## config.mk

```make
export PLATFORM = sky130hd
export DESIGN_NAME = capture_period_frequency_meter_top
export DESIGN_NICKNAME = d
export VERILOG_FILES = /design/src/hdl/cpfm_pkg.sv /design/src/hdl/cpfm_serial_acc.sv /design/src/hdl/cpfm_divider.sv /design/src/hdl/capture_period_frequency_meter_top.sv
export VERILOG_INCLUDE_DIRS = /design/src /design/src/hdl
export SDC_FILE = /design/constraint.sdc
export NUM_CORES = 1
export LEC_CHECK = 0
export BUFFER_PORTS_ARGS = -buffer_cell sky130_fd_sc_hd__buf_2
export CORE_MARGIN = 2
export CORE_UTILIZATION = 52
export CTS_CLUSTER_SIZE = 30
export DETAILED_ROUTE_END_ITERATION = 10
export PLACE_DENSITY_LB_ADDON = 0.05
export SLEW_MARGIN = 30
export SYNTH_ARGS = -nofsm -noshare
export SYNTH_HDL_FRONTEND = slang
export SYNTH_SLANG_ARGS = --single-unit
```

## constraint.sdc

```tcl
create_clock -name clk -period 8.4 [get_ports clk]
set_clock_uncertainty 0.1 [all_clocks]
set_input_delay 0 -clock clk [delete_from_list [all_inputs] [get_ports clk]]
set_output_delay 0 -clock clk [all_outputs]
set_load 0.01 [all_outputs]
```

## src/hdl/capture_period_frequency_meter_top_defines.svh

```systemverilog
// ----------------------------------------------------------------------------
// Capture period frequency meter: assertion macros
// Shared assertion helpers; define NO_ASSERTIONS to compile them out.
// ----------------------------------------------------------------------------
`ifndef CAPTURE_PERIOD_FREQUENCY_METER_TOP_DEFINES_SVH
`define CAPTURE_PERIOD_FREQUENCY_METER_TOP_DEFINES_SVH

`ifndef NO_ASSERTIONS

// same-cycle implication
`define CPFM_ASSERT_IMPL(label, clk, rst_n, ante, cons) \
    label: assert property (@(posedge clk) disable iff (!rst_n) (ante) |-> (cons)) \
        else $error("cpfm assertion failed");

// next-cycle implication
`define CPFM_ASSERT_NEXT(label, clk, rst_n, ante, cons) \
    label: assert property (@(posedge clk) disable iff (!rst_n) (ante) |=> (cons)) \
        else $error("cpfm assertion failed");

`else

`define CPFM_ASSERT_IMPL(label, clk, rst_n, ante, cons)
`define CPFM_ASSERT_NEXT(label, clk, rst_n, ante, cons)

`endif

`endif

```

## src/hdl/cpfm_pkg.sv

```systemverilog
// ----------------------------------------------------------------------------
// cpfm_pkg
// Constants and shared types of the capture period frequency meter.
// ----------------------------------------------------------------------------
package cpfm_pkg;

    localparam int WINDOW_DELTAS = 16;              // periods per window
    localparam int TIME_W        = 32;              // capture counter width
    localparam int SUM_W         = 42;              // period sum width
    localparam int CNT_W         = $clog2(WINDOW_DELTAS + 2);
    localparam int NUM_W         = TIME_W + $clog2(WINDOW_DELTAS + 1);
    localparam int BIT_W         = $clog2(SUM_W);
    localparam int DIV_CNT_W     = $clog2(NUM_W + 1);

    localparam logic [TIME_W-1:0] CLOCK_HZ_RESET = 32'd16000000;

    // commands into the serial accumulator
    typedef struct packed {
        logic clear;
        logic first;
        logic start;
    } acc_cmd_t;

    // status of a multi-cycle unit
    typedef struct packed {
        logic busy;
        logic done;
    } unit_stat_t;

endpackage

```

## src/hdl/cpfm_serial_acc.sv

```systemverilog
// ----------------------------------------------------------------------------
// cpfm_serial_acc
// Bit-serial period former: difference, running sum, min and max, LSB first.
// ----------------------------------------------------------------------------
module cpfm_serial_acc
    import cpfm_pkg::*;
(
    input  logic              clk,
    input  logic              rst_n,
    input  acc_cmd_t          cmd,
    input  logic [TIME_W-1:0] capture_time,
    output unit_stat_t        stat,
    output logic [SUM_W-1:0]  sum,
    output logic [TIME_W-1:0] min_period,
    output logic [TIME_W-1:0] max_period
);

    logic              busy_reg;
    logic              done_reg;
    logic [BIT_W-1:0]  bit_reg;
    logic [TIME_W-1:0] t_reg;
    logic [TIME_W-1:0] prev_reg;
    logic [TIME_W-1:0] period_reg;
    logic [TIME_W-1:0] min_reg;
    logic [TIME_W-1:0] max_reg;
    logic [SUM_W-1:0]  sum_reg;
    logic              borrow_reg;
    logic              carry_reg;
    logic              lt_reg;
    logic              gt_reg;

    logic lo, last;
    logic pbit, abit, sbit;
    logic borrow_next, carry_next, lt_next, gt_next;

    always_comb
    begin
        lo          = (bit_reg < BIT_W'(TIME_W));
        last        = (bit_reg == BIT_W'(SUM_W - 1));
        // period bit: t - prev
        pbit        = t_reg[0] ^ prev_reg[0] ^ borrow_reg;
        borrow_next = (~t_reg[0] & prev_reg[0]) |
                      (~(t_reg[0] ^ prev_reg[0]) & borrow_reg);
        // sum bit: period is zero above bit 31
        abit        = lo & pbit;
        sbit        = sum_reg[0] ^ abit ^ carry_reg;
        carry_next  = (sum_reg[0] & abit) | (carry_reg & (sum_reg[0] ^ abit));
        // LSB-first compares: a higher bit overrides lower decisions
        lt_next     = (~pbit & min_reg[0]) | (~(pbit ^ min_reg[0]) & lt_reg);
        gt_next     = (pbit & ~max_reg[0]) | (~(pbit ^ max_reg[0]) & gt_reg);
    end

    always_ff @(posedge clk or negedge rst_n)
    begin
        if (!rst_n)
        begin
            busy_reg   <= 1'b0;
            done_reg   <= 1'b0;
            bit_reg    <= '0;
            prev_reg   <= '0;
            sum_reg    <= '0;
            min_reg    <= '1;
            max_reg    <= '0;
            borrow_reg <= 1'b0;
            carry_reg  <= 1'b0;
            lt_reg     <= 1'b0;
            gt_reg     <= 1'b0;
        end
        else
        begin
            done_reg <= 1'b0;
            if (cmd.clear)
            begin
                busy_reg <= 1'b0;
                prev_reg <= '0;
                sum_reg  <= '0;
                min_reg  <= '1;
                max_reg  <= '0;
            end
            else if (cmd.first)
            begin
                prev_reg <= capture_time;
            end
            else if (cmd.start)
            begin
                busy_reg   <= 1'b1;
                bit_reg    <= '0;
                borrow_reg <= 1'b0;
                carry_reg  <= 1'b0;
                lt_reg     <= 1'b0;
                gt_reg     <= 1'b0;
            end
            else if (busy_reg)
            begin
                sum_reg   <= {sbit, sum_reg[SUM_W-1:1]};
                carry_reg <= carry_next;
                bit_reg   <= bit_reg + 1'b1;
                if (lo)
                begin
                    prev_reg   <= {prev_reg[0], prev_reg[TIME_W-1:1]};
                    min_reg    <= {min_reg[0], min_reg[TIME_W-1:1]};
                    max_reg    <= {max_reg[0], max_reg[TIME_W-1:1]};
                    borrow_reg <= borrow_next;
                    lt_reg     <= lt_next;
                    gt_reg     <= gt_next;
                end
                if (last)
                begin
                    busy_reg <= 1'b0;
                    done_reg <= 1'b1;
                    prev_reg <= t_reg;          // rotated back to original
                    if (lt_reg)
                    begin
                        min_reg <= period_reg;
                    end
                    if (gt_reg)
                    begin
                        max_reg <= period_reg;
                    end
                end
            end
        end
    end

    // payload shift registers
    always_ff @(posedge clk)
    begin
        if (cmd.start)
        begin
            t_reg <= capture_time;
        end
        else if (busy_reg && lo)
        begin
            t_reg      <= {t_reg[0], t_reg[TIME_W-1:1]};
            period_reg <= {pbit, period_reg[TIME_W-1:1]};
        end
    end

    assign stat.busy  = busy_reg;
    assign stat.done  = done_reg;
    assign sum        = sum_reg;
    assign min_period = min_reg;
    assign max_period = max_reg;

endmodule

```

## src/hdl/cpfm_divider.sv

```systemverilog
// ----------------------------------------------------------------------------
// cpfm_divider
// Restoring divider, one quotient bit per cycle, saturating to 32 bits.
// ----------------------------------------------------------------------------
module cpfm_divider
    import cpfm_pkg::*;
(
    input  logic              clk,
    input  logic              rst_n,
    input  logic              start,
    input  logic [NUM_W-1:0]  numer,
    input  logic [SUM_W-1:0]  denom,
    output unit_stat_t        stat,
    output logic [TIME_W-1:0] quotient
);

    logic                 busy_reg;
    logic                 done_reg;
    logic [DIV_CNT_W-1:0] cnt_reg;
    logic [NUM_W-1:0]     num_reg;
    logic [NUM_W-1:0]     q_reg;
    logic [SUM_W-1:0]     rem_reg;
    logic [SUM_W-1:0]     den_reg;

    logic [SUM_W:0]   trial;
    logic [SUM_W:0]   diff;
    logic             ge;
    logic [SUM_W-1:0] rem_next;

    always_comb
    begin
        trial    = {rem_reg, num_reg[NUM_W-1]};
        diff     = trial - {1'b0, den_reg};
        ge       = (trial >= {1'b0, den_reg});
        rem_next = ge ? diff[SUM_W-1:0] : trial[SUM_W-1:0];
    end

    always_ff @(posedge clk or negedge rst_n)
    begin
        if (!rst_n)
        begin
            busy_reg <= 1'b0;
            done_reg <= 1'b0;
            cnt_reg  <= '0;
        end
        else
        begin
            done_reg <= 1'b0;
            if (start)
            begin
                busy_reg <= 1'b1;
                cnt_reg  <= '0;
            end
            else if (busy_reg)
            begin
                cnt_reg <= cnt_reg + 1'b1;
                if (cnt_reg == DIV_CNT_W'(NUM_W - 1))
                begin
                    busy_reg <= 1'b0;
                    done_reg <= 1'b1;
                end
            end
        end
    end

    always_ff @(posedge clk)
    begin
        if (start)
        begin
            num_reg <= numer;
            den_reg <= denom;
            rem_reg <= '0;
            q_reg   <= '0;
        end
        else if (busy_reg)
        begin
            num_reg <= {num_reg[NUM_W-2:0], 1'b0};
            rem_reg <= rem_next;
            q_reg   <= {q_reg[NUM_W-2:0], ge};
        end
    end

    assign stat.busy = busy_reg;
    assign stat.done = done_reg;
    assign quotient  = (|q_reg[NUM_W-1:TIME_W]) ? '1 : q_reg[TIME_W-1:0];

endmodule

```

## src/hdl/capture_period_frequency_meter_top.sv

```systemverilog
// ----------------------------------------------------------------------------
// capture_period_frequency_meter_top
// Period statistics and reciprocal frequency from input-capture timestamps.
// ----------------------------------------------------------------------------
// Usage:
//   Input channel (in_valid/in_ready): one request carries kind and
//   capture_time. kind 0 is a capture, kind 1 empties the window.
//   The first capture of a window only stores its time. Each later capture
//   adds one period; the capture that completes WINDOW_DELTAS periods
//   produces one result request on the output channel (out_valid/out_ready)
//   with min_period, max_period, frequency_hz and zero_sum, and the window
//   restarts empty.
//   Config channel (cfg_valid/cfg_data, always ready) writes clock_hz;
//   write it only while the block is idle.
// Sequence:
//   Clear and first captures are handled in the idle state. Other captures run
//   bit-serially through the period former over all SUM_W (42) bits of the sum.
//   The closing capture adds a restoring division, one bit a cycle, over NUM_W
//   (37) bits; a zero sum skips the division. New requests are taken only
//   while the block is idle, once the serial accumulator and the divider
//   have finished with the last one.
// Reset: clock_hz returns to 16 MHz and the window is empty.
// Stall: a result waits in the output register; the block keeps taking
//   requests until the next result is ready, then holds until it is taken.
// ----------------------------------------------------------------------------
`include "capture_period_frequency_meter_top_defines.svh"

module capture_period_frequency_meter_top
    import cpfm_pkg::*;
(
    input  logic              clk,
    input  logic              rst_n,
    // input requests
    input  logic              in_valid,
    output logic              in_ready,
    input  logic              kind,
    input  logic [TIME_W-1:0] capture_time,
    // result requests
    output logic              out_valid,
    input  logic              out_ready,
    output logic [TIME_W-1:0] min_period,
    output logic [TIME_W-1:0] max_period,
    output logic [TIME_W-1:0] frequency_hz,
    output logic              zero_sum,
    // clock_hz register write
    input  logic              cfg_valid,
    output logic              cfg_ready,
    input  logic [TIME_W-1:0] cfg_data
);

    typedef enum logic [3:0] {
        ST_IDLE = 4'b0001,
        ST_ACC  = 4'b0010,
        ST_DIV  = 4'b0100,
        ST_OUT  = 4'b1000
    } state_t;

    state_t            state_reg, state_next;
    logic [CNT_W-1:0]  cnt_reg, cnt_next;       // captures seen in window
    logic              closing_reg, closing_next;
    logic              zero_reg, zero_next;
    logic [TIME_W-1:0] clock_hz_reg;

    logic              out_valid_reg, out_valid_next;
    logic [TIME_W-1:0] min_out_reg;
    logic [TIME_W-1:0] max_out_reg;
    logic [TIME_W-1:0] freq_out_reg;
    logic              zero_out_reg;

    acc_cmd_t          acc_cmd;
    unit_stat_t        acc_stat;
    logic [SUM_W-1:0]  acc_sum;
    logic [TIME_W-1:0] acc_min;
    logic [TIME_W-1:0] acc_max;

    logic              div_start;
    unit_stat_t        div_stat;
    logic [NUM_W-1:0]  div_numer;
    logic [TIME_W-1:0] div_quot;

    logic              in_fire;
    logic              load_out;

    assign in_ready  = (state_reg == ST_IDLE);
    assign in_fire   = in_valid & in_ready;
    assign cfg_ready = 1'b1;

    // clock_hz * WINDOW_DELTAS
    assign div_numer = NUM_W'(clock_hz_reg) * NUM_W'(WINDOW_DELTAS);

    cpfm_serial_acc u_acc (
        .clk          (clk),
        .rst_n        (rst_n),
        .cmd          (acc_cmd),
        .capture_time (capture_time),
        .stat         (acc_stat),
        .sum          (acc_sum),
        .min_period   (acc_min),
        .max_period   (acc_max)
    );

    cpfm_divider u_div (
        .clk      (clk),
        .rst_n    (rst_n),
        .start    (div_start),
        .numer    (div_numer),
        .denom    (acc_sum),
        .stat     (div_stat),
        .quotient (div_quot)
    );

    // sequencer
    always_comb
    begin
        state_next   = state_reg;
        cnt_next     = cnt_reg;
        closing_next = closing_reg;
        zero_next    = zero_reg;
        acc_cmd      = '0;
        div_start    = 1'b0;
        load_out     = 1'b0;
        case (state_reg)
            ST_IDLE:
            begin
                if (in_fire)
                begin
                    if (kind)
                    begin
                        acc_cmd.clear = 1'b1;
                        cnt_next      = '0;
                    end
                    else if (cnt_reg == '0)
                    begin
                        acc_cmd.first = 1'b1;
                        cnt_next      = CNT_W'(1);
                    end
                    else
                    begin
                        acc_cmd.start = 1'b1;
                        closing_next  = (cnt_reg == CNT_W'(WINDOW_DELTAS));
                        cnt_next      = cnt_reg + 1'b1;
                        state_next    = ST_ACC;
                    end
                end
            end
            ST_ACC:
            begin
                if (acc_stat.done)
                begin
                    if (!closing_reg)
                    begin
                        state_next = ST_IDLE;
                    end
                    else if (acc_sum == '0)
                    begin
                        zero_next  = 1'b1;
                        state_next = ST_OUT;
                    end
                    else
                    begin
                        zero_next  = 1'b0;
                        div_start  = 1'b1;
                        state_next = ST_DIV;
                    end
                end
            end
            ST_DIV:
            begin
                if (div_stat.done)
                begin
                    state_next = ST_OUT;
                end
            end
            ST_OUT:
            begin
                // wait for the output register to free up
                if (!out_valid_reg || out_ready)
                begin
                    load_out      = 1'b1;
                    acc_cmd.clear = 1'b1;
                    cnt_next      = '0;
                    state_next    = ST_IDLE;
                end
            end
            default:
            begin
                state_next = ST_IDLE;
            end
        endcase
    end

    always_comb
    begin
        if (load_out)
        begin
            out_valid_next = 1'b1;
        end
        else if (out_ready)
        begin
            out_valid_next = 1'b0;
        end
        else
        begin
            out_valid_next = out_valid_reg;
        end
    end

    always_ff @(posedge clk or negedge rst_n)
    begin
        if (!rst_n)
        begin
            state_reg     <= ST_IDLE;
            cnt_reg       <= '0;
            closing_reg   <= 1'b0;
            zero_reg      <= 1'b0;
            clock_hz_reg  <= CLOCK_HZ_RESET;
            out_valid_reg <= 1'b0;
        end
        else
        begin
            state_reg     <= state_next;
            cnt_reg       <= cnt_next;
            closing_reg   <= closing_next;
            zero_reg      <= zero_next;
            out_valid_reg <= out_valid_next;
            if (cfg_valid && cfg_ready)
            begin
                clock_hz_reg <= cfg_data;
            end
        end
    end

    // result register
    always_ff @(posedge clk)
    begin
        if (load_out)
        begin
            min_out_reg  <= acc_min;
            max_out_reg  <= acc_max;
            freq_out_reg <= zero_reg ? '0 : div_quot;
            zero_out_reg <= zero_reg;
        end
    end

    assign out_valid    = out_valid_reg;
    assign min_period   = min_out_reg;
    assign max_period   = max_out_reg;
    assign frequency_hz = freq_out_reg;
    assign zero_sum     = zero_out_reg;

    // window count never runs past its closing capture while idle
    `CPFM_ASSERT_IMPL(a_cnt_bound, clk, rst_n, state_reg == ST_IDLE, cnt_reg <= CNT_W'(WINDOW_DELTAS))
    // with two or more captures the window holds at least one period
    `CPFM_ASSERT_IMPL(a_min_le_max, clk, rst_n, (state_reg == ST_IDLE) && (cnt_reg >= CNT_W'(2)), acc_min <= acc_max)
    // no unit left running when new requests are taken
    `CPFM_ASSERT_IMPL(a_idle_units, clk, rst_n, state_reg == ST_IDLE, !acc_stat.busy && !div_stat.busy)
    // a delivered window leaves the accumulator empty
    `CPFM_ASSERT_NEXT(a_clear_after_out, clk, rst_n, load_out, (acc_sum == '0) && (cnt_reg == '0))

endmodule

```

==> impl_results.html, run 1 <==
<table>
<tr><th>Metric</th><th>Value</th></tr>
<tr><th colspan="2">Clock tree</th></tr>
<tr><td>Clock Sinks</td><td>~520</td></tr>
<tr><td>Post-CTS Resized</td><td>0</td></tr>
<tr><td>CTS Buf Count</td><td>54</td></tr>
<tr><td>TritonCTS clock tree</td><td>built</td></tr>
<tr><td>H-tree levels</td><td>2</td></tr>
<tr><td>Clock transition at the registers of the reported paths</td><td>~0.060 ns</td></tr>
<tr><td>Setup Fix Bufs, Post-CTS</td><td>0</td></tr>
<tr><td>Cell at the root of the clock tree</td><td>sky130_fd_sc_hd__clkbuf_16</td></tr>
<tr><td>Worst skew pair latency</td><td>0.61 ns</td></tr>
<tr><td>Worst-case clock buffer depth</td><td>3</td></tr>
<tr><th colspan="2">Place</th></tr>
<tr><td>Count of input and output buffers</td><td>roughly 170</td></tr>
<tr><td>Final weighted congestion in routability-driven placement</td><td>0.805</td></tr>
<tr><td>Detail Placement HPWL</td><td>~31000 µm</td></tr>
<tr><th colspan="2">Flow run</th></tr>
<tr><td>Max-capacitance violation count</td><td>0</td></tr>
<tr><th colspan="2">Floorplan</th></tr>
<tr><td>Die Height</td><td>214 µm</td></tr>
<tr><td>Top-level I/O count</td><td>170</td></tr>
<tr><td>Horizontal extent of the die</td><td>between 200 and 250 µm</td></tr>
<tr><td>FP Rows</td><td>77</td></tr>
<tr><td>Placeable core area</td><td>43900 µm²</td></tr>
<tr><td>Die footprint</td><td>45900 µm²</td></tr>
<tr><td>Starting density of the core</td><td>0.524</td></tr>
<tr><th colspan="2">Synth</th></tr>
<tr><td>Leading area contributor after synthesis</td><td>sky130_fd_sc_hd__edfxtp_1</td></tr>
<tr><td>Top-count cell post-synth</td><td>sky130_fd_sc_hd__nand2_1</td></tr>
<tr><td>Number of cells produced by synthesis</td><td>roughly 2100</td></tr>
<tr><td>Top FF cell, synth</td><td>sky130_fd_sc_hd__edfxtp_1</td></tr>
<tr><td>Post-Synth Adder-Cell Area</td><td>0.0298</td></tr>
<tr><td>Post-synthesis net count</td><td>~2300</td></tr>
<tr><td>Area fraction in compound gates after synthesis</td><td>0.128</td></tr>
<tr><td>Total of warnings raised by yosys</td><td>0</td></tr>
<tr><td>Top post-synthesis cells by count</td><td>321 x sky130_fd_sc_hd__nand2_1, 295 x sky130_fd_sc_hd__nor2_1, 235 x sky130_fd_sc_hd__edfxtp_1</td></tr>
<tr><td>Synth Register Bits</td><td>around 520</td></tr>
<tr><td>Sequential share of the synthesized area</td><td>0.598</td></tr>
<tr><td>Total standard cell area after synthesis</td><td>about 23000 µm²</td></tr>
<tr><td>Number of distinct library cell variants in the gate-level netlist after synthesis</td><td>79</td></tr>
<tr><td>Top cell type's share of synthesized area</td><td>0.307</td></tr>
<tr><td>Multiplexer share of the synthesized area</td><td>0.0639</td></tr>
<tr><td>Synth area leaders</td><td>sky130_fd_sc_hd__edfxtp_1 31%, sky130_fd_sc_hd__dfrtp_1 18%, sky130_fd_sc_hd__dfxtp_1 7.0%</td></tr>
<tr><td>Syn Area/Cell</td><td>roughly 11 µm²</td></tr>
<tr><td>Xor/xnor cell area share of the yosys netlist</td><td>0.0179</td></tr>
<tr><td>EDFF count, synth</td><td>approximately 240</td></tr>
<tr><td>Async set or reset register ratio after synthesis</td><td>0.391</td></tr>
<tr><td>Post-synthesis share of cell area spent on and, or, nand and nor gates</td><td>0.129</td></tr>
<tr><td>Main combinational cell family by area after synthesis</td><td>simple AND/OR/NAND/NOR gates</td></tr>
<tr><th colspan="2">Critical path</th></tr>
<tr><td>Delay-heaviest family, CP</td><td>simple AND/OR/NAND/NOR gates</td></tr>
<tr><td>Ordered cell list for the critical path</td><td>nor4_1 &gt; nand3_1 &gt; nor3_1 &gt; or2_2 &gt; inv_4 &gt; buf_4 &gt; a311oi_1</td></tr>
<tr><td>CP arrival</td><td>between 4 and 5 ns</td></tr>
<tr><td>Critical path class</td><td>flip-flop to flip-flop</td></tr>
<tr><td>Slowest cell on the critical path</td><td>sky130_fd_sc_hd__or2_2</td></tr>
<tr><td>Setup crit start kind</td><td>flip-flop</td></tr>
<tr><td>Largest fanout of any net on the critical path</td><td>between 60 and 70</td></tr>
<tr><td>Maximum cell stage delay along the critical path</td><td>0.79 ns</td></tr>
<tr><td>Worst endpoint required time</td><td>around 8.8 ns</td></tr>
<tr><td>CP bufs+invs</td><td>2</td></tr>
<tr><td>Critical Path Sink Type</td><td>flip-flop</td></tr>
<tr><th colspan="2">STA</th></tr>
<tr><td>Setup violators final</td><td>0</td></tr>
<tr><td>Unrepaired setup endpoints after global routing</td><td>no</td></tr>
<tr><td>Fin. max-slew vios</td><td>0</td></tr>
<tr><td>Final hold vios</td><td>0</td></tr>
<tr><td>Top achievable clock speed</td><td>~270 MHz</td></tr>
<tr><td>Hold_ws</td><td>~0.11 ns</td></tr>
<tr><td>Transition time of the tightest slew-check pin</td><td>roughly 0.93 ns</td></tr>
<tr><td>Post-route fraction of the period consumed by the critical path</td><td>0.438</td></tr>
<tr><td>Setup TNS</td><td>0 ns</td></tr>
<tr><td>Final worst path period need</td><td>3.68 ns</td></tr>
<tr><td>Slew HR</td><td>0.379</td></tr>
<tr><th colspan="2">Global routing</th></tr>
<tr><td>First-pass GRT wire length</td><td>about 85000 µm</td></tr>
<tr><td>Residual overflow from global routing</td><td>0</td></tr>
<tr><td>Antenna violations before repair</td><td>2</td></tr>
<tr><td>GR Util All Layers</td><td>0.226</td></tr>
<tr><td>Vias in the first global route</td><td>roughly 16000</td></tr>
<tr><td>Largest net degree at the start of global routing</td><td>94</td></tr>
<tr><th colspan="2">Route</th></tr>
<tr><td>Number of routed nets with antenna violations</td><td>0</td></tr>
<tr><td>Number of iterations in the first detailed-routing pass</td><td>5</td></tr>
<tr><td>First DRT Iteration DRCs</td><td>~1000</td></tr>
<tr><td>Routed Wire Length</td><td>~52000 µm</td></tr>
<tr><td>DRC</td><td>0</td></tr>
<tr><td>Total vias in the final route</td><td>approximately 16000</td></tr>
<tr><td>Routed wire length per instance</td><td>17.3 µm</td></tr>
<tr><td>Avg Vias per Cell</td><td>around 5.5</td></tr>
<tr><th colspan="2">Outcome</th></tr>
<tr><td>Run status</td><td>finished clean</td></tr>
<tr><th colspan="2">Final layout</th></tr>
<tr><td>Post-layout nets</td><td>2481</td></tr>
<tr><td>Fraction of layout instances using a drive strength above 1</td><td>0.178</td></tr>
<tr><td>Fill cell instance count of the final layout</td><td>between 3000 and 4000</td></tr>
<tr><td>Synthesis-to-layout area growth</td><td>18.0%</td></tr>
<tr><th colspan="2">Min path</th></tr>
<tr><td>Hold Crit Class</td><td>input pin to flip-flop</td></tr>
<tr><th colspan="2">Pwr</th></tr>
<tr><td>Power density over the cells</td><td>~250 nW/µm²</td></tr>
<tr><td>Leakage</td><td>around 11 nW</td></tr>
<tr><td>Peak ir drop on the vdd network</td><td>slightly above 0.0002 V</td></tr>
<tr><td>Total power consumption of the routed design</td><td>~7 mW</td></tr>
</table>
==> placed cells by master (no fill, tap or decap), types with 17 or more instances in the layout <==
master / Yosys / routed
sky130_fd_sc_hd__dfrtp_1: 162 / 159
sky130_fd_sc_hd__o21ai_0: 62 / 62
sky130_fd_sc_hd__dlygate4sd3_1: 0 / 103
sky130_fd_sc_hd__edfxtp_1: 235 / 235
sky130_fd_sc_hd__inv_1: 63 / 63
sky130_fd_sc_hd__o22ai_1: 56 / 56
sky130_fd_sc_hd__clkbuf_16: 0 / 54
sky130_fd_sc_hd__buf_2: 11 / 167
sky130_fd_sc_hd__xor2_1: 20 / 20
sky130_fd_sc_hd__dfstp_2: 40 / 40
sky130_fd_sc_hd__buf_4: 4 / 21
sky130_fd_sc_hd__ha_1: 50 / 50
sky130_fd_sc_hd__xnor2_1: 27 / 27
sky130_fd_sc_hd__dfxtp_1: 80 / 80
sky130_fd_sc_hd__nand2_1: 321 / 319
sky130_fd_sc_hd__a21o_1: 17 / 17
sky130_fd_sc_hd__nor2_1: 295 / 290
sky130_fd_sc_hd__a21oi_1: 216 / 216
sky130_fd_sc_hd__mux2_2: 63 / 63
sky130_fd_sc_hd__a311oi_1: 25 / 25
sky130_fd_sc_hd__nand4_1: 19 / 19
sky130_fd_sc_hd__mux2i_1: 76 / 76
==> power breakdown <==
group | internal, mW | total, mW | switching (mW) | leakage (nW)
Combinational | 0.446 | 1.23 | 0.786 | 4.65
Clock | 1.34 | 2.34 | 0.997 | 0.862
Sequential | 3.08 | 3.33 | 0.244 | 5.07
Total | 4.87 | 6.90 | 2.03 | 10.6
==> worst min-delay path: stages <==
cell	delay [ns]
sky130_fd_sc_hd__dlygate4sd3_1	0.51
sky130_fd_sc_hd__buf_2	0.10
sky130_fd_sc_hd__nand2_1	0.04
sky130_fd_sc_hd__nand2_1	0.05
==> area by class of cell <==
class                      count  area (µm²)  area share
inverter                      65         246     0.00908
clock buffer                  69        1450      0.0533
clock inverter                33         300      0.0111
tap                          592         741      0.0273
multi-input combinational   1425        8530       0.314
timing repair buffer         295        2100      0.0775
antenna                        2        5.00    0.000184
sequential                   517       13800       0.507
==> path summary, 6_finish.rpt <==
kind | start | endpoint | slack, ns | cells past startpoint
max | u_acc.sum[26] | u_div.rem_reg[27] | 4.72 | 7
min | capture_time[7] | u_acc.t_reg[7] | 0.11 | 4
max reg2reg | u_acc.sum[26] | u_div.rem_reg[27] | 4.72 | 7
min reg2reg | u_acc.max_period[5] | max_period[5] | 0.38 | 0
max in group asynchronous | rst_n | u_acc.min_period[7] | 6.83 | 5
min in group asynchronous | rst_n | u_acc.min_period[30] | 0.55 | 3
==> layer usage <==
| metal | part of all wire | global-route usage | routed length [µm] |
|---|---|---|---|
| met5 | 0 | 0 | 0 |
| met4 | 0.022 | 0.0688 | 1150 |
| met3 | 0.041 | 0.0356 | 2100 |
| met2 | 0.47 | 0.370 | 24500 |
| met1 | 0.46 | 0.311 | 24000 |
==> repair_timing <==
| action | in CTS | in global routing |
|---|---|---|
| hold buffers | 104 | 0 |
| hold endpoints to repair | 227 | 0 |
| endpoints found under the setup margin | 0 | 0 |
==> through the flow <==
stage,area (µm²),instances,worst slack (ns),utilization
floorplan,23000,2131,1.68,-
global placement,24300,2789,4.70,0.553
detailed placement,24300,2790,4.65,0.554
CTS,27100,2996,4.63,0.617
global route,27100,2998,4.36,0.618
finish,27100,2998,4.72,0.618
==> logic make-up after synthesis <==
logic type / Yosys count
mux: 139
other cells: 1
compound gates: 469
fa+ha+maj: 53
simple gates: 716
flops: 517
xor+xnor: 47
buf+inv: 189
Note: power is estimated with default switching activity, not from simulation.
==> run 2, diff against run 1 <==
clock period = 3.2 ns   (was 8.4 ns; I/O delays follow)
==> run 2 against run 1 <==
Against the previous run:
- register-to-register slack got worse by 4.5 ns
- fmax up 22%
- core utilization grew 0.99 points
- worst hold slack lost 0.082 ns
- clock power increased to 2.7 times the previous value
- die area stayed put
- critical endpoint is now u_div.rem_reg[32]
==> impl_results.html, run 2 (synthesized netlist as in run 1, its figures left out) <==
<table>
<tr><th>Metric</th><th>Value</th></tr>
<tr><th colspan="2">Place</th></tr>
<tr><td>Final weighted congestion in routability-driven placement</td><td>0.880 (+9.4%)</td></tr>
<tr><td>Count of input and output buffers</td><td>168 (unchanged)</td></tr>
<tr><td>Detail Placement HPWL</td><td>31900 µm (+2.9%)</td></tr>
<tr><td>Standard cell area after detailed placement</td><td>24700 µm² (+1.4%)</td></tr>
<tr><th colspan="2">Critical path</th></tr>
<tr><td>Most common cell on crit path</td><td>sky130_fd_sc_hd__buf_4</td></tr>
<tr><td>Depth of the most critical reg-to-reg path</td><td>15 (+8)</td></tr>
<tr><td>Largest fanout of any net on the critical path</td><td>4 (-94%)</td></tr>
<tr><td>Maximum cell stage delay along the critical path</td><td>0.35 ns (-0.44 ns)</td></tr>
<tr><td>CP arrival</td><td>3.44 ns (-0.63 ns)</td></tr>
<tr><td>Setup crit start kind</td><td>flip-flop</td></tr>
<tr><td>Ordered cell list for the critical path</td><td>ha_2 &gt; inv_1 &gt; fa_2 &gt; a211oi_2 &gt; o21a_1 &gt; a21oi_2 &gt; o41ai_4 &gt; buf_4 &gt; o221ai_4 &gt; a211oi_4 &gt; buf_4 &gt; buf_4 &gt; xnor2_1 &gt; nand2_1 &gt; a311oi_2</td></tr>
<tr><td>Worst endpoint required time</td><td>3.62 ns (-5.17 ns)</td></tr>
<tr><td>Critical path class</td><td>flip-flop to flip-flop</td></tr>
<tr><td>Critical Path Sink Type</td><td>flip-flop</td></tr>
<tr><td>Slowest cell on the critical path</td><td>sky130_fd_sc_hd__fa_2</td></tr>
<tr><th colspan="2">Route</th></tr>
<tr><td>Total vias in the final route</td><td>16644 (+1.7%)</td></tr>
<tr><td>Avg Vias per Cell</td><td>5.49 (+0.53%)</td></tr>
<tr><td>Routed wire length per instance</td><td>17.1 µm (-1.1%)</td></tr>
<tr><td>Number of iterations in the first detailed-routing pass</td><td>5 (unchanged)</td></tr>
<tr><td>Number of routed nets with antenna violations</td><td>0 (unchanged)</td></tr>
<tr><td>DRC</td><td>0 (unchanged)</td></tr>
<tr><td>Routed Wire Length</td><td>51900 µm (about the same)</td></tr>
<tr><td>First DRT Iteration DRCs</td><td>1142 (+9.7%)</td></tr>
<tr><th colspan="2">Pwr</th></tr>
<tr><td>Leakage</td><td>10.8 nW (+1.8%)</td></tr>
<tr><td>Peak ir drop on the vdd network</td><td>0.000575 V (+180%)</td></tr>
<tr><td>Total power consumption of the routed design</td><td>18.3 mW (+160%)</td></tr>
<tr><td>Power density over the cells</td><td>662 nW/µm² (+160%)</td></tr>
<tr><th colspan="2">Global routing</th></tr>
<tr><td>First-pass GRT wire length</td><td>85900 µm (+0.89%)</td></tr>
<tr><td>Residual overflow from global routing</td><td>0 (unchanged)</td></tr>
<tr><td>Vias in the first global route</td><td>16456 (+0.54%)</td></tr>
<tr><td>GR Util All Layers</td><td>0.227 (+0.00128)</td></tr>
<tr><td>Antenna violations before repair</td><td>2 (unchanged)</td></tr>
<tr><td>Largest net degree at the start of global routing</td><td>126 (+34%)</td></tr>
<tr><th colspan="2">Floorplan</th></tr>
<tr><td>Horizontal extent of the die</td><td>214 µm (unchanged)</td></tr>
<tr><td>Die footprint</td><td>45900 µm² (unchanged)</td></tr>
<tr><td>Starting density of the core</td><td>0.524 (unchanged)</td></tr>
<tr><td>Top-level I/O count</td><td>170 (unchanged)</td></tr>
<tr><td>Die Height</td><td>214 µm (unchanged)</td></tr>
<tr><td>FP Rows</td><td>77 (unchanged)</td></tr>
<tr><td>Placeable core area</td><td>43900 µm² (unchanged)</td></tr>
<tr><th colspan="2">Flow run</th></tr>
<tr><td>Max-capacitance violation count</td><td>0 (unchanged)</td></tr>
<tr><th colspan="2">STA</th></tr>
<tr><td>Final worst path period need</td><td>3.01 ns (-0.670 ns)</td></tr>
<tr><td>Slew HR</td><td>0.391 (+0.0111)</td></tr>
<tr><td>Unrepaired setup endpoints after global routing</td><td>yes</td></tr>
<tr><td>Final hold vios</td><td>0 (unchanged)</td></tr>
<tr><td>Setup violators final</td><td>0 (unchanged)</td></tr>
<tr><td>Hold_ws</td><td>0.0240 ns (-0.0821 ns)</td></tr>
<tr><td>Transition time of the tightest slew-check pin</td><td>0.914 ns (-0.0144 ns)</td></tr>
<tr><td>Setup TNS</td><td>0 ns (unchanged)</td></tr>
<tr><td>Post-route fraction of the period consumed by the critical path</td><td>0.941 (+0.503)</td></tr>
<tr><td>Top achievable clock speed</td><td>332 MHz (+22%)</td></tr>
<tr><td>Fin. max-slew vios</td><td>0 (unchanged)</td></tr>
<tr><th colspan="2">Clock tree</th></tr>
<tr><td>Clock Sinks</td><td>517 (unchanged)</td></tr>
<tr><td>Clock transition at the registers of the reported paths</td><td>0.06 ns (about the same)</td></tr>
<tr><td>TritonCTS clock tree</td><td>built</td></tr>
<tr><td>H-tree levels</td><td>2 (unchanged)</td></tr>
<tr><td>Cell at the root of the clock tree</td><td>sky130_fd_sc_hd__clkbuf_16</td></tr>
<tr><td>CTS Buf Count</td><td>54 (unchanged)</td></tr>
<tr><td>Worst-case clock buffer depth</td><td>3 (unchanged)</td></tr>
<tr><td>Worst skew pair latency</td><td>0.61 ns (about the same)</td></tr>
<tr><th colspan="2">Outcome</th></tr>
<tr><td>Run status</td><td>finished clean</td></tr>
<tr><th colspan="2">Final layout</th></tr>
<tr><td>Finished Cell Area</td><td>27600 µm² (+1.6%)</td></tr>
<tr><td>Most used cells in the layout excluding fill and tap cells</td><td>320 x sky130_fd_sc_hd__nand2_1, 287 x sky130_fd_sc_hd__nor2_1, 235 x sky130_fd_sc_hd__edfxtp_1</td></tr>
<tr><td>Combined flip-flop and latch cell area</td><td>13800 µm² (about the same)</td></tr>
<tr><td>Post-layout nets</td><td>2518 (+1.5%)</td></tr>
<tr><td>Fraction of layout instances using a drive strength above 1</td><td>0.193 (+0.0145)</td></tr>
<tr><td>Synthesis-to-layout area growth</td><td>19.9%</td></tr>
<tr><td>Fill cell instance count of the final layout</td><td>3596 (-1.2%)</td></tr>
<tr><td>Ant diodes</td><td>0 (-2)</td></tr>
<tr><td>Most common cell after layout, fill and taps aside</td><td>sky130_fd_sc_hd__nand2_1</td></tr>
<tr><td>Multi-input gate area in the final layout</td><td>8590 µm² (+0.73%)</td></tr>
<tr><th colspan="2">Min path</th></tr>
<tr><td>Hold-critical path depth</td><td>2 (-2)</td></tr>
<tr><td>Hold Crit Class</td><td>input pin to flip-flop</td></tr>
</table>
## run 2: cell types whose count changed in the layout (fill, tap and decap cells not counted), sizes merged
cell / change
clkinvlp: -1
inv: +1
diode: -2
clkbuf: +11
buf: +39
dlygate4sd3: -2
clkinv: -11
## run 2: cell type report
class | count | share of cell area
Sequential cell | 517 | 0.499
Multi-Input combinational cell | 1425 | 0.312
Timing Repair Buffer | 332 | 0.0891
Clock buffer | 80 | 0.0547
Tap cell | 592 | 0.0269
Clock inverter | 22 | 0.00953
Inverter | 65 | 0.00894
## run 2: stage by stage
step / worst slack [ns] / std cells / util
floorplan: -0.244 / 2131 / -
global route: -0.0161 / 3033 / 0.628
detailed placement: 0.0584 / 2825 / 0.561
finish: 0.188 / 3033 / 0.628
CTS: 0.0308 / 3029 / 0.625
global placement: 0.0402 / 2825 / 0.561
## run 2: critical path, delay by kind of cell, from the launching register on
family | cells | cell delay (ns)
AOI/OAI and AO/OA | 7 | 1.28
adders and majority gates | 2 | 0.52
buffers and inverters | 4 | 0.47
DFF | 1 | 0.34
xor gates and xnor gates | 1 | 0.11
and+or+nand+nor | 1 | 0.09
## run 2: timing repair
item / CTS / global route
resized for setup: 0 / 13
endpoints found under the hold margin: 309 / 0
endpoints found under the setup margin: 0 / 41
hold buffers: 102 / 0
setup buffers: 0 / 4
## run 2: worst paths after layout
path	startpoint	endpoint	slack, ns
max reg2reg	u_div.den_reg[0]	u_div.rem_reg[32]	0.19
min reg2reg	u_div.done_reg	state_reg[2]	0.36
max	u_div.den_reg[0]	u_div.rem_reg[32]	0.19
max in group asynchronous	rst_n	clock_hz_reg[18]	2.02
min	cfg_valid	clock_hz_reg[13]	0.02
min in group asynchronous	rst_n	clock_hz_reg[10]	0.47
## run 2: metal layers
| metal | wire length, µm | vias up | global-route usage |
|---|---|---|---|
| met5 | 27 | - | 0 |
| met4 | 1160 | 4 | 0.0625 |
| met3 | 2520 | 93 | 0.0380 |
| met2 | 24600 | 399 | 0.372 |
| met1 | 23600 | 8102 | 0.315 |
| li1 | - | 8046 | - |
## run 2: report_power, final
| group | switching [mW] | leakage [nW] | internal [mW] | total (mW) |
|---|---|---|---|---|
| sequential | 0.619 | 5.08 | 8.09 | 8.71 |
| clock | 2.64 | 0.856 | 3.61 | 6.25 |
| combinational | 2.07 | 4.83 | 1.24 | 3.30 |
